## src/three_anchor_trilateration_macros.svh

```systemverilog
// Assertion macros for the three anchor trilateration block.
// Included by the top level; depends on nothing else.
`ifndef THREE_ANCHOR_TRILATERATION_MACROS_SVH
`define THREE_ANCHOR_TRILATERATION_MACROS_SVH

// same-cycle implication, disabled in reset
`define TAT_ASSERT_NOW(label, clk, rst, ante, cons) \
   label: assert property (@(posedge clk) disable iff (rst) (ante) |-> (cons)) \
      else $error("trilateration assertion failed");

// next-cycle implication, disabled in reset
`define TAT_ASSERT_NEXT(label, clk, rst, ante, cons) \
   label: assert property (@(posedge clk) disable iff (rst) (ante) |=> (cons)) \
      else $error("trilateration assertion failed");

`endif

```

## src/tat_pkg.sv

```systemverilog
// Shared types, constants and the arctangent table of the trilateration block.
// No dependencies.
package tat_pkg;

   localparam int CORDIC_STAGES = 16;
   localparam int CORDIC_N      = (CORDIC_STAGES > 24) ? 24 : CORDIC_STAGES;

   localparam int NUM_W     = 101;  // Cramer numerator, signed
   localparam int DEN_W     = 68;   // |2*det|
   localparam int DIV_QBITS = 35;   // quotient bits; larger always saturates

   // pipeline stage numbers (valid bit index)
   localparam int STG_DIV0  = 8;
   localparam int STG_F1    = STG_DIV0 + DIV_QBITS;
   localparam int STG_F2    = STG_F1 + 1;
   localparam int STG_CPRE  = STG_F2 + 1;
   localparam int STG_COR0  = STG_CPRE + 1;
   localparam int PIPE_LAST = STG_COR0 + CORDIC_N - 1;

   localparam logic signed [17:0] PI_Q13 = 18'sd25736;

   typedef enum logic [2:0] {
      REG_ANCHOR_A_X = 3'd0,
      REG_ANCHOR_A_Y = 3'd1,
      REG_ANCHOR_B_X = 3'd2,
      REG_ANCHOR_B_Y = 3'd3,
      REG_ANCHOR_C_X = 3'd4,
      REG_ANCHOR_C_Y = 3'd5
   } csr_index_type;

   typedef struct packed {
      logic [DEN_W-1:0]     rem;
      logic [DIV_QBITS-1:0] low;
      logic [DIV_QBITS-1:0] quo;
      logic [DEN_W-1:0]     den;
      logic                 neg;
      logic                 ovf;
   } div_lane_type;

   typedef struct packed {
      logic signed [34:0] x;
      logic signed [34:0] y;
      logic signed [17:0] z;
      logic               zero;
      logic signed [31:0] pos_x;
      logic signed [31:0] pos_y;
   } cordic_lane_type;

   function automatic logic signed [17:0] atan_q13(input logic [4:0] idx);
      logic signed [17:0] a;
      case (idx)
         5'd0:    a = 18'sd6434;
         5'd1:    a = 18'sd3798;
         5'd2:    a = 18'sd2007;
         5'd3:    a = 18'sd1019;
         5'd4:    a = 18'sd511;
         5'd5:    a = 18'sd256;
         5'd6:    a = 18'sd128;
         5'd7:    a = 18'sd64;
         5'd8:    a = 18'sd32;
         5'd9:    a = 18'sd16;
         5'd10:   a = 18'sd8;
         5'd11:   a = 18'sd4;
         5'd12:   a = 18'sd2;
         5'd13:   a = 18'sd1;
         default: a = 18'sd0;
      endcase
      return a;
   endfunction

endpackage

```

## src/tat_div_cell.sv

```systemverilog
// One restoring-division cell: takes one numerator bit, yields one quotient bit.
// Depends on tat_pkg.
module tat_div_cell import tat_pkg::*; (
   input  logic         clock,
   input  logic         en,
   input  div_lane_type up_lane,
   output div_lane_type lane_ff
);

   logic [DEN_W:0] trial;
   logic [DEN_W:0] diff;
   logic           take;
   div_lane_type   lane_in;

   always_comb begin
      trial   = {up_lane.rem, up_lane.low[DIV_QBITS-1]};
      diff    = trial - {1'b0, up_lane.den};
      take    = (trial >= {1'b0, up_lane.den});
      lane_in = up_lane;
      lane_in.rem = take ? diff[DEN_W-1:0] : trial[DEN_W-1:0];
      lane_in.low = {up_lane.low[DIV_QBITS-2:0], 1'b0};
      lane_in.quo = {up_lane.quo[DIV_QBITS-2:0], take};
   end

   always_ff @(posedge clock) begin
      if (en) begin
         lane_ff <= lane_in;
      end
   end

endmodule

```

## config.mk

```make
export PLATFORM = sky130hd
export DESIGN_NAME = tat_div_cell
export DESIGN_NICKNAME = d
export VERILOG_FILES = /design/src/three_anchor_trilateration_macros.svh /design/src/tat_pkg.sv /design/src/tat_div_cell.sv
export SDC_FILE = /design/constraint.sdc
export NUM_CORES = 1
export LEC_CHECK = 0
export ABC_AREA = 1
export BUFFER_PORTS_ARGS = -buffer_cell sky130_fd_sc_hd__buf_2
export CORE_AREA = 2 2 171 173
export DETAILED_ROUTE_END_ITERATION = 6
export DIE_AREA = 0 0 173 175
export PLACE_DENSITY_LB_ADDON = 0.1
export SYNTH_ARGS = -nofsm -noshare
export SYNTH_HDL_FRONTEND = slang
export SYNTH_SLANG_ARGS = --single-unit
```

## constraint.sdc

```tcl
create_clock -name clock -period 3.6 [get_ports clock]
set_input_delay 0.36 -clock clock [delete_from_list [all_inputs] [get_ports clock]]
set_output_delay 0.36 -clock clock [all_outputs]
set_load 0.05 [all_outputs]
```

==> results list, run 1 <==
* Synth-to-Final Area Change: 25.5%
- For this design the top-level I/O count stands at 418.
- The first routing iteration left 819 violations.
- STA classifies the critical path startpoint as an input pin.
* Post-Layout Inst Area: 16600 µm²
- The initial antenna violation count came to 4.
- Clock-pin slew was measured on the worst setup and hold paths at 0.06 ns.
- For this run, the total global-route usage over all layers was measured as around 29%.
- Synthesized flop and latch total: between 200 and 250
* WL per Instance: 17.3 µm
- The tree is rooted in a sky130_fd_sc_hd__clkbuf_16.
- Clk sinks: slightly above 200
- At the pin with the least slew margin, the transition time is 0.820 ns.
- For this design the ratio of total power to cell area is 460 nW/µm².
* Most crowded layer after global routing: met2
* Router iterations before antenna repair: 5
- TritonCTS buffer count: 22
- Gate count after technology mapping: 1730
- H-Tree Level Count: 1
- Using the TritonRoute via totals, the vias-per-cell ratio works out to 4.85.
- Setup TNS Final: 0 ns
* Share of the clock period used by the worst path after layout: 76.0%
- Die width: 173 µm
- For this design the static power due to leakage is between 8 and 9 nW.
- After detailed placement, the total cell area comes to 15800 µm².
* Warnings, synthesis: 0
- Full die area: approximately 30000 µm²
* Clock tree buffer depth: 3
- Average instance area after synthesis: between 7 and 8 µm²
- Global routing consumed, on the met3 layer, 5.03% of the routing resources.
- TritonCTS built the clock tree.
* Residual DRC count: 0
* Routed wire length: roughly 45000 µm
- Wire length of the first global-routing pass: approximately 67000 µm
- Post-synthesis instance area: 13200 µm²
* Post-route ant nets: 0
* Final-stage net count: 2459
* Peak VDD IR: 367 µV
- Crit Path Max Fanout: 66
- Biggest regs: lane_ff x207
- Final RePlAce weighted congestion: 0.927
- Share of synthesized area occupied by flip-flops and latches: around 47%
* Number of flip-flops in the largest register: between 200 and 250
* Overall via count from detail_route: 12500
- The final count of pins violating max slew is 0.
- lane_ff holds more flip-flops than any other register.
- Setup repair after global routing missed its margin: false
* Chip Height: about 180 µm
- Measured against its own limit, the worst slew margin works out to 45.3%.
- The library cell used most frequently in the layout, excluding fill and tap cells, is sky130_fd_sc_hd__nand2_1.
- Share of post-route cells with drive strength above 1: 22.3%
* Starting Density: 46.6%
- Nets in the synthesized netlist: 2009
- For this run, the top clock speed supported by timing is 0.365 GHz.
- At the worst endpoint, the arrival time is 3.11 ns.
- The number of hold violations in the final report is 0.
* Start point of the worst hold path: up_lane[112]
- Startpoint of the most critical setup path: up_lane[14]
- Vias in the first global route: 12100
- Most frequent cells in the layout: sky130_fd_sc_hd__nand2_1 (671), sky130_fd_sc_hd__buf_2 (414), sky130_fd_sc_hd__inv_1 (331), sky130_fd_sc_hd__edfxtp_1 (207), sky130_fd_sc_hd__nor2_1 (131)
* Detailed placement HPWL: ~37000 µm
- Count of final setup violators: 0
* Outcome: finished, final reports clean
- Entering global routing, the biggest net connects 94 pins.
- For this run, global-route usage on met1 was measured as 37.8%.
- Row count: 62
- Kind of critical path: in -> reg
- Class of the tightest hold or removal check: in -> reg
- Global routing usage on met2: 49.5%
* Endpoint kind of the worst setup timing path: flop
- At the worst endpoint, the required time is 3.97 ns.
- Count of input and output buffers: between 400 and 500
- Reported max-cap violation count: 0
* Overflow left after global routing: 0
- Clock period minus worst slack: 2.74 ns
- The total area inside the core boundary comes to 28400 µm².
- Count of distinct cell types in the synthesized netlist: 31
worst max-delay path, cell delays in order:
cell and delay (ns):
sky130_fd_sc_hd__buf_2 0.09, sky130_fd_sc_hd__inv_1 0.04, sky130_fd_sc_hd__ha_1 0.33, sky130_fd_sc_hd__nand2_1 0.13
sky130_fd_sc_hd__inv_1 0.05, sky130_fd_sc_hd__a21oi_1 0.34, sky130_fd_sc_hd__nand2_1 0.13, sky130_fd_sc_hd__nand2_1 0.10
sky130_fd_sc_hd__nand3_2 0.17, sky130_fd_sc_hd__nand2_1 0.15, sky130_fd_sc_hd__nand3_2 0.09, sky130_fd_sc_hd__nand2_1 0.11
sky130_fd_sc_hd__nand2_4 0.07, sky130_fd_sc_hd__inv_2 0.05, sky130_fd_sc_hd__buf_4 0.60, sky130_fd_sc_hd__nand2_1 0.11
sky130_fd_sc_hd__nand2_1 0.11
metal layers:
layer | vias to the layer above | routed length [µm]
met5 | - | 0
li1 | 6332 | -
met1 | 5734 | 19100
met3 | 48 | 3010
met2 | 420 | 21700
met4 | 0 | 896
repair_timing:
item	4_1_cts	5_1_grt
hold endpoints to repair	8	5
resized for setup	0	0
buffers inserted	0	0
hold buffers	8	5
cell families (layout without fill, tap and decap cells):
group,Yosys count,in the layout,share of synthesized area (%)
flops,207,207,46.9
xor+xnor,35,35,2.32
compound gates,122,122,4.80
other cells,1,5,0.0283
fa+ha+maj,69,69,6.58
buf+inv,352,816,10.4
simple gates,944,944,29.0
path summary, 6_finish.rpt:
path,end,slack [ns],cells after the start
setup / recovery,lane_ff[184],0.86,17
hold / removal,lane_ff[113],0.01,1
power by group:
part,internal [mW],switching (mW)
combinational,0.647,1.91
clock,1.15,0.916
sequential,2.96,0.0623
total,4.76,2.89
synthesized netlist by cell type:
master	count	area, µm²
sky130_fd_sc_hd__ha_1	68	851
sky130_fd_sc_hd__and3_1	1	6.26
sky130_fd_sc_hd__nand2_1	671	2520
sky130_fd_sc_hd__nor2_1	131	492
sky130_fd_sc_hd__o21ai_0	34	170
sky130_fd_sc_hd__edfxtp_1	207	6220
sky130_fd_sc_hd__inv_1	331	1240
sky130_fd_sc_hd__nand2_2	13	81.3
sky130_fd_sc_hd__nor2_4	2	22.5
sky130_fd_sc_hd__nand4_1	10	62.6
sky130_fd_sc_hd__buf_6	5	56.3
sky130_fd_sc_hd__o21ai_1	3	15.0
sky130_fd_sc_hd__nor4_1	6	37.5
sky130_fd_sc_hd__inv_2	6	22.5
sky130_fd_sc_hd__xor2_1	33	289
sky130_fd_sc_hd__nand3b_1	14	105
sky130_fd_sc_hd__a21oi_1	75	375
sky130_fd_sc_hd__and2_1	1	6.26
sky130_fd_sc_hd__nor2_2	5	31.3
sky130_fd_sc_hd__nand2_4	1	11.3
sky130_fd_sc_hd__buf_2	9	45.0
sky130_fd_sc_hd__xnor2_1	2	17.5
sky130_fd_sc_hd__buf_4	1	7.51
sky130_fd_sc_hd__nand3_2	2	20.0
sky130_fd_sc_hd__a21o_1	1	7.51
sky130_fd_sc_hd__nor3_2	1	10.0
sky130_fd_sc_hd__nand3_1	78	390
sky130_fd_sc_hd__nor3_1	8	40.0
sky130_fd_sc_hd__o21bai_1	9	67.6
sky130_fd_sc_hd__fa_1	1	20.0
sky130_fd_sc_hd__conb_1	1	3.75
per-stage QoR:
stage / setup WS (ns) / power, mW / hold WS, ns / utilization (%) / cells
2_1_floorplan: 1.29 / 4.85 / 0.459 / - / 1730
3_3_place_gp: 0.415 / 5.58 / 0.537 / 55.8 / 2527
3_5_place_dp: 0.357 / 5.61 / 0.538 / 55.8 / 2527
4_1_cts: 0.893 / 7.68 / 0.000925 / 58.3 / 2573
5_1_grt: 0.604 / 8.00 / -0.000122 / 58.5 / 2582
6_report: 0.862 / 7.65 / 0.0101 / 58.5 / 2582
cell type report:
cell class,count,area [µm²]
flip-flops and latches,207,6220
repair buffers,441,2350
clock inverters,14,66.3
well taps,384,480
multi-input cells,1171,5650
diodes,4,10.0
fillers,2731,11800
inverters,337,1260
clock buffers,24,579
Note: power is estimated with default switching activity, not from simulation.
==> run 2, diff against run 1 <==
Clock period 3.6 ns to 2.6 ns, I/O delays scaled along.
==> run 2 against run 1 <==
Effect of this change: cell area is 17% higher; final cell count rose by 12%; via count is 16% higher; clock-buffer cell count is 1 higher; sequential cell count is the same; combinational power grew 65%.
==> results list, run 2 (same netlist as run 1, synthesis figures left out) <==
- The flow ran to the end, and the final reports show no timing, DRC or antenna violations.
- At the end of the flow the core is filled with cells to 68.3%.
- Biggest regs: lane_ff x207
* Post-Layout Inst Area: about 19000 µm²
* Vias in the first global route: between 10000 and 15000
* Overall via count from detail_route: 14600
* Crit Path Max Fanout: 33
* Achievable Freq: 0.404 GHz
- Router iterations before antenna repair: 6
- The final layout contains routed wiring with a total length of 54600 µm.
- In the routed design, unresolved DRC markers number 0.
- STA classifies the critical path endpoint as a flop.
- Class of the tightest hold or removal check: in -> reg
- The first global-routing pass estimated 80400 µm of wire.
* Row count: 62
- Final RePlAce weighted congestion: around 0.94
- The tightest hold path in the finished design has a slack of approximately 0.031 ns.
* Count of input and output buffers: 415
- Crit-path slowest cell: sky130_fd_sc_hd__dlygate4sd3_1
* Die width: ~170 µm
- Synth-to-Final Area Change: 46.4%
* Overflow left after global routing: 0
- Placeable core area: 28400 µm²
- Most common cell after layout, fill and taps aside: sky130_fd_sc_hd__nand2_1
- Kind of critical path: in -> reg
- Max-cap violations in this run came to 0.
- Tightest Pin Transition: about 0.52 ns
- For this design the static power due to leakage is approximately 10 nW.
* Startpoint of the most critical setup path: up_lane[60]
- Antenna violations before repair: 14
- Initial detailed-routing violation count: around 1400
- Maximum number of pins on one net before global-route repair: 55
* Start point of the worst hold path: up_lane[160]
- The most numerous cell type found on the critical path is sky130_fd_sc_hd__nand2_1.
- Global routing used 34.7% of the available tracks.
- After clock tree synthesis, the clock-pin slew on the worst setup and hold paths is 0.07 ns.
- Crit start category: input pin
- Placed cell areas: 17200 µm²
- Most frequent cells in the layout: sky130_fd_sc_hd__nand2_1 (658), sky130_fd_sc_hd__buf_2 (414), sky130_fd_sc_hd__inv_1 (331), sky130_fd_sc_hd__edfxtp_1 (207), sky130_fd_sc_hd__buf_4 (182)
- Required time of the critical path: 2.86 ns
- Dividing the detail-routed wire length by the instance count gives 18.9 µm.
* Clk sinks: around 210
- Max Slew Vio Count: 0
- TritonCTS built the clock tree.
- Worst setup endpoint: lane_ff[182]
* Crit path cell chain: dlygate4sd3_1 > buf_2 > inv_1 > ha_4 > buf_4 > nand2_2 > nor2_2 > nand2_1 > nor2_2 > nand2_2 > o21ai_1 > nor2_1 > nand2_4 > inv_2 > buf_12 > nand2_1 > nand2_1
- Number of hold-slack violations in the final timing report: 0
- Total power divided by cell area: 590 nW/µm²
* Post-route ant nets: 0
- Prior to clock tree synthesis, the placed netlist has a worst setup slack of -0.186 ns.
- The clock passes through at most 3 buffers.
* Final-stage net count: 2758
- After legalization and detailed placement, the total HPWL measured 38500 µm.
- Count of final setup violators: 0
- The tree is rooted in a sky130_fd_sc_hd__clkbuf_16.
- Delay of the slowest cell on the worst path: 0.52 ns
* Number of flip-flops in the largest register: around 210
- Starting Density: 46.6%
- Worst path arrival time: between 2 and 3 ns
- Clock period minus worst slack: 2.48 ns
- Full die area: 30300 µm²
- The worst pin sits at a relative slew slack of 65.1%.
- Peak VDD IR: 508 µV
- Slack of the critical path: 0.123 ns
* TritonCTS buffer count: 21
- Share of the clock period used by the worst path after layout: around 95%
- CTS built an H-tree with a depth of 1.
- Dividing the detail-routed via count by the number of cells gives between 5 and 6.
- Chip Height: ~180 µm
- In the final layout, the share of cells above drive strength 1 is 27.8%.
- I/O pin count: 418
* Largest reg by FF count: lane_ff
[run 2: cell count changes in the layout (fill, tap and decap cells not counted), sizes merged]
cell / delta
bufinv: +2
clkinv: -6
dlygate4sd3: +124
clkinvlp: +1
diode: +12
buf: +176
clkbuf: +1
[run 2: final cells by class]
| type | instances | area, µm² |
|---|---|---|
| fillers | 2278 | 9010 |
| flip-flops and latches | 207 | 6220 |
| multi-input cells | 1171 | 5790 |
| repair buffers | 741 | 4950 |
| inverters | 337 | 1260 |
| clock buffers | 25 | 541 |
| well taps | 384 | 480 |
| clock inverters | 11 | 101 |
| diodes | 16 | 40.0 |
[run 2: routing by layer]
| layer | up-vias | part of all wire [%] | global-route usage, % |
|---|---|---|---|
| li1 | 6949 | - | - |
| met1 | 6678 | 41 | 44.0 |
| met2 | 812 | 47 | 60.1 |
| met3 | 161 | 6.9 | 3.98 |
| met4 | 0 | 5.0 | 14.7 |
| met5 | - | 0 | 0 |
[run 2: worst min path at each step]
stage	end	slack, ns	depth (start not counted)
4_1_cts	lane_ff[155]	0.02	3
6_report	lane_ff[161]	0.03	3
3_3_place_gp	lane_ff[107]	0.44	1
2_1_floorplan	lane_ff[0]	0.36	0
5_1_grt	lane_ff[204]	0.04	3
3_5_place_dp	lane_ff[111]	0.44	1
[run 2: power by group]
| part | switching [mW] | internal, mW | leakage [nW] | total (mW) |
|---|---|---|---|---|
| logic | 2.89 | 1.34 | 7.89 | 4.23 |
| registers | 0.115 | 4.10 | 2.02 | 4.21 |
| clock network | 1.32 | 1.67 | 0.312 | 3.00 |
| total | 4.33 | 7.11 | 10.2 | 11.4 |
[run 2: critical path, delay by kind of cell]
kind	cells	cell delay, ns
AO/OA/AOI/OAI	1	0.13
adder cells (fa/ha/maj)	1	0.27
buffers and inverters	6	1.06
AND/OR/NAND/NOR	9	0.96
[run 2: repair_timing]
item	4_1_cts	5_1_grt
buffers inserted	0	1
hold buffers	137	0
gates resized for setup	0	37
setup endpoints to repair	0	68
hold endpoints to repair	137	0
[run 2: stage by stage]
step | setup TNS, ns | instances | total power [mW]
floorplan | 0 | 1730 | 6.71
global placement | -0.613 | 2702 | 8.10
detailed placement | -2.94 | 2702 | 8.15
CTS | 0 | 2875 | 11.2
global route | -0.00642 | 2891 | 11.8
finish | 0 | 2892 | 11.4
==> run 3, diff against run 2 <==
Settings changed: BUFFER_PORTS_ARGS -buffer_cell sky130_fd_sc_hd__buf_2 to unset, DONT_BUFFER_PORTS set to 1.
Clock period 2.6 ns to 2.2 ns, I/O delays scaled along.
==> run 3 against run 2 <==
Effect of this change: the run now ends with hold timing left; total power up 17%; die area unchanged; clock power up 30%; combinational power is 29% lower; critical path depth shrank 2; largest cell class unchanged.
==> results list, run 3 (same netlist as run 1, synthesis figures left out) <==
* Overall via count from detail_route: 13000
* Initial detailed-routing violation count: 1027
- Final RePlAce weighted congestion: 0.936
- 418 I/O pins were placed.
* WL per Instance: 19.8 µm
- After detailed placement, the total cell area comes to 15600 µm².
- The floorplan step defined a die boundary enclosing 30300 µm².
* Kind of critical path: in -> reg
- After global routing the overflow that remains totals 0.
- Crit start category: input pin
- Setup repair after global routing left no endpoint under its margin.
- For this run, the top clock speed supported by timing is 0.473 GHz.
- Largest reg by FF count: lane_ff
* H-Tree Level Count: 1
- The library cell used most frequently in the layout, excluding fill and tap cells, is sky130_fd_sc_hd__nand2_1.
- Worst path most repeated cell: sky130_fd_sc_hd__nand2_1
* Clk sinks: between 200 and 250
- The worst pin sits at a relative slew slack of 48.4%.
- For this run, design rule violations remaining after detail routing come to 0.
* Wire length of the first global-routing pass: approximately 76000 µm
- Clock period minus worst slack: 2.11 ns
- In this run the remaining antenna-violating nets after routing total 0.
* Crit path cell chain: inv_1 > ha_1 > fa_1 > buf_4 > inv_1 > nand3_1 > nand3_1 > nand2_1 > nand3_1 > buf_4 > nand2_1 > nand2_1 > nand2_1 > nand3_1 > nand2_1
* Number of hold-slack violations in the final timing report: 33
- Cell class contributing the biggest share of worst-path delay: simple AND/OR/NAND/NOR gates
* Tightest Pin Transition: ~0.77 ns
- Buf/Inv on CP: 4
- Summed over all cells, the static leakage comes to 9.26 nW.
- Cells fill 65.0% of the core in the end.
* Slack of the critical path: 0.0858 ns
- In this run, post-CTS hold repair placed 204 buffers.
- TritonCTS built the clock tree.
- Entering global routing, the biggest net connects 208 pins.
* Crit Path Max Fanout: 3
- In the routed layout, each cell is associated on average with a via count of 4.98.
- After clock tree synthesis, the clock-pin slew on the worst setup and hold paths is around 0.060 ns.
- Leaving out fill and tap cells, the most frequent cells in the layout are sky130_fd_sc_hd__nand2_1 (669), sky130_fd_sc_hd__inv_1 (331), sky130_fd_sc_hd__buf_4 (259), sky130_fd_sc_hd__edfxtp_1 (207), sky130_fd_sc_hd__dlygate4sd3_1 (204).
- TritonCTS buffer count: 22
- Antenna violations before repair: 2
- For this block, the routed nets add up to 51800 µm of wire.
* Peak VDD IR: 619 µV
- Count of final setup violators: 0
* Placeable core area: 28400 µm²
- The initial utilization of the core area, before any placement, comes to 46.6%.
- After layout, the worst path uses a little over nine tenths of the clock period.
- On the final layout, the worst hold slack is -0.184 ns.
- Total power divided by cell area: 727 nW/µm²
- Pre-CTS setup slack: -0.483 ns
* Required time of the critical path: 2.47 ns
- Root buffer cell: sky130_fd_sc_hd__clkbuf_16
- The largest registers in the layout are lane_ff x207.
* Violations in the final reports: hold timing
- Crit-path slowest cell: sky130_fd_sc_hd__fa_1
- Delay of the slowest cell on the worst path: 0.41 ns
- Synth-to-Final Area Change: 39.4%
- During placement, the flow inserted port buffers numbering 0.
- The worst setup path is captured at a flop.
- Worst path arrival time: 2.39 ns
- Clock tree buffer depth: 3
- Row count: 62
* Detailed placement HPWL: 37900 µm
- The floorplan step set the die height to ~180 µm.
- Global routing consumed, over all layers together, about a third of the routing resources.
- The number of global-route vias before repair came to 13000.
- Max Slew Vio Count: 0
- Share of post-route cells with drive strength above 1: around 15%
- After routing the design area is approximately 18000 µm².
- Across the run, the number of max-cap violations was 0.
- Final-stage net count: around 2500
- The tightest min-delay check is of the in -> reg type.
* Outcome: finished with violations
* Number of flip-flops in the largest register: ~210
- Die width: between 150 and 200 µm
- Router iterations before antenna repair: 5
[run 3: timing repair]
item / CTS / global route
setup buffers: 0 / 0
setup endpoints to repair: 0 / 14
gates resized for setup: 0 / 5
hold endpoints to repair: 411 / 207
[run 3: power by group]
part           leakage (nW)  total (mW)  internal (mW)  switching [mW]
combinational          6.88        3.02           1.36            1.66
clock                 0.355        3.91           2.27            1.64
sequential             2.02        6.49           4.89            1.60
total                  9.26        13.4           8.52            4.90
[run 3: routing by layer]
metal	GRT usage, %	wire [µm]
met2	56.9	24300
met4	13.1	2290
met3	8.42	4440
met5	0	0
met1	40.8	20800
[run 3: worst paths after layout]
check | endpoint | cells past startpoint | from
setup / recovery | lane_ff[182] | 15 | up_lane[139]
hold / removal | lane_ff[198] | 0 | en
[run 3: final cells by class]
class                   instances  area (µm²)
multi-input cells            1171        5670
clock inverters                13         153
well taps                     384         480
repair buffers                468        4080
fillers                      2396        9940
clock buffers                  27         591
inverters                     337        1260
flip-flops and latches        207        6220
diodes                          3        7.51
[run 3: per-stage QoR]
| stage | setup TNS (ns) | hold WS, ns | instances | power, mW |
|---|---|---|---|---|
| finish | 0 | -0.184 | 2610 | 13.4 |
| global route | 0 | -0.204 | 2608 | 13.9 |
| CTS | 0 | -0.195 | 2607 | 13.3 |
| detailed placement | -23.87 | 0.319 | 2363 | 9.17 |
| global placement | -27.28 | 0.319 | 2363 | 9.15 |
| floorplan | 0 | 0.319 | 1730 | 7.93 |
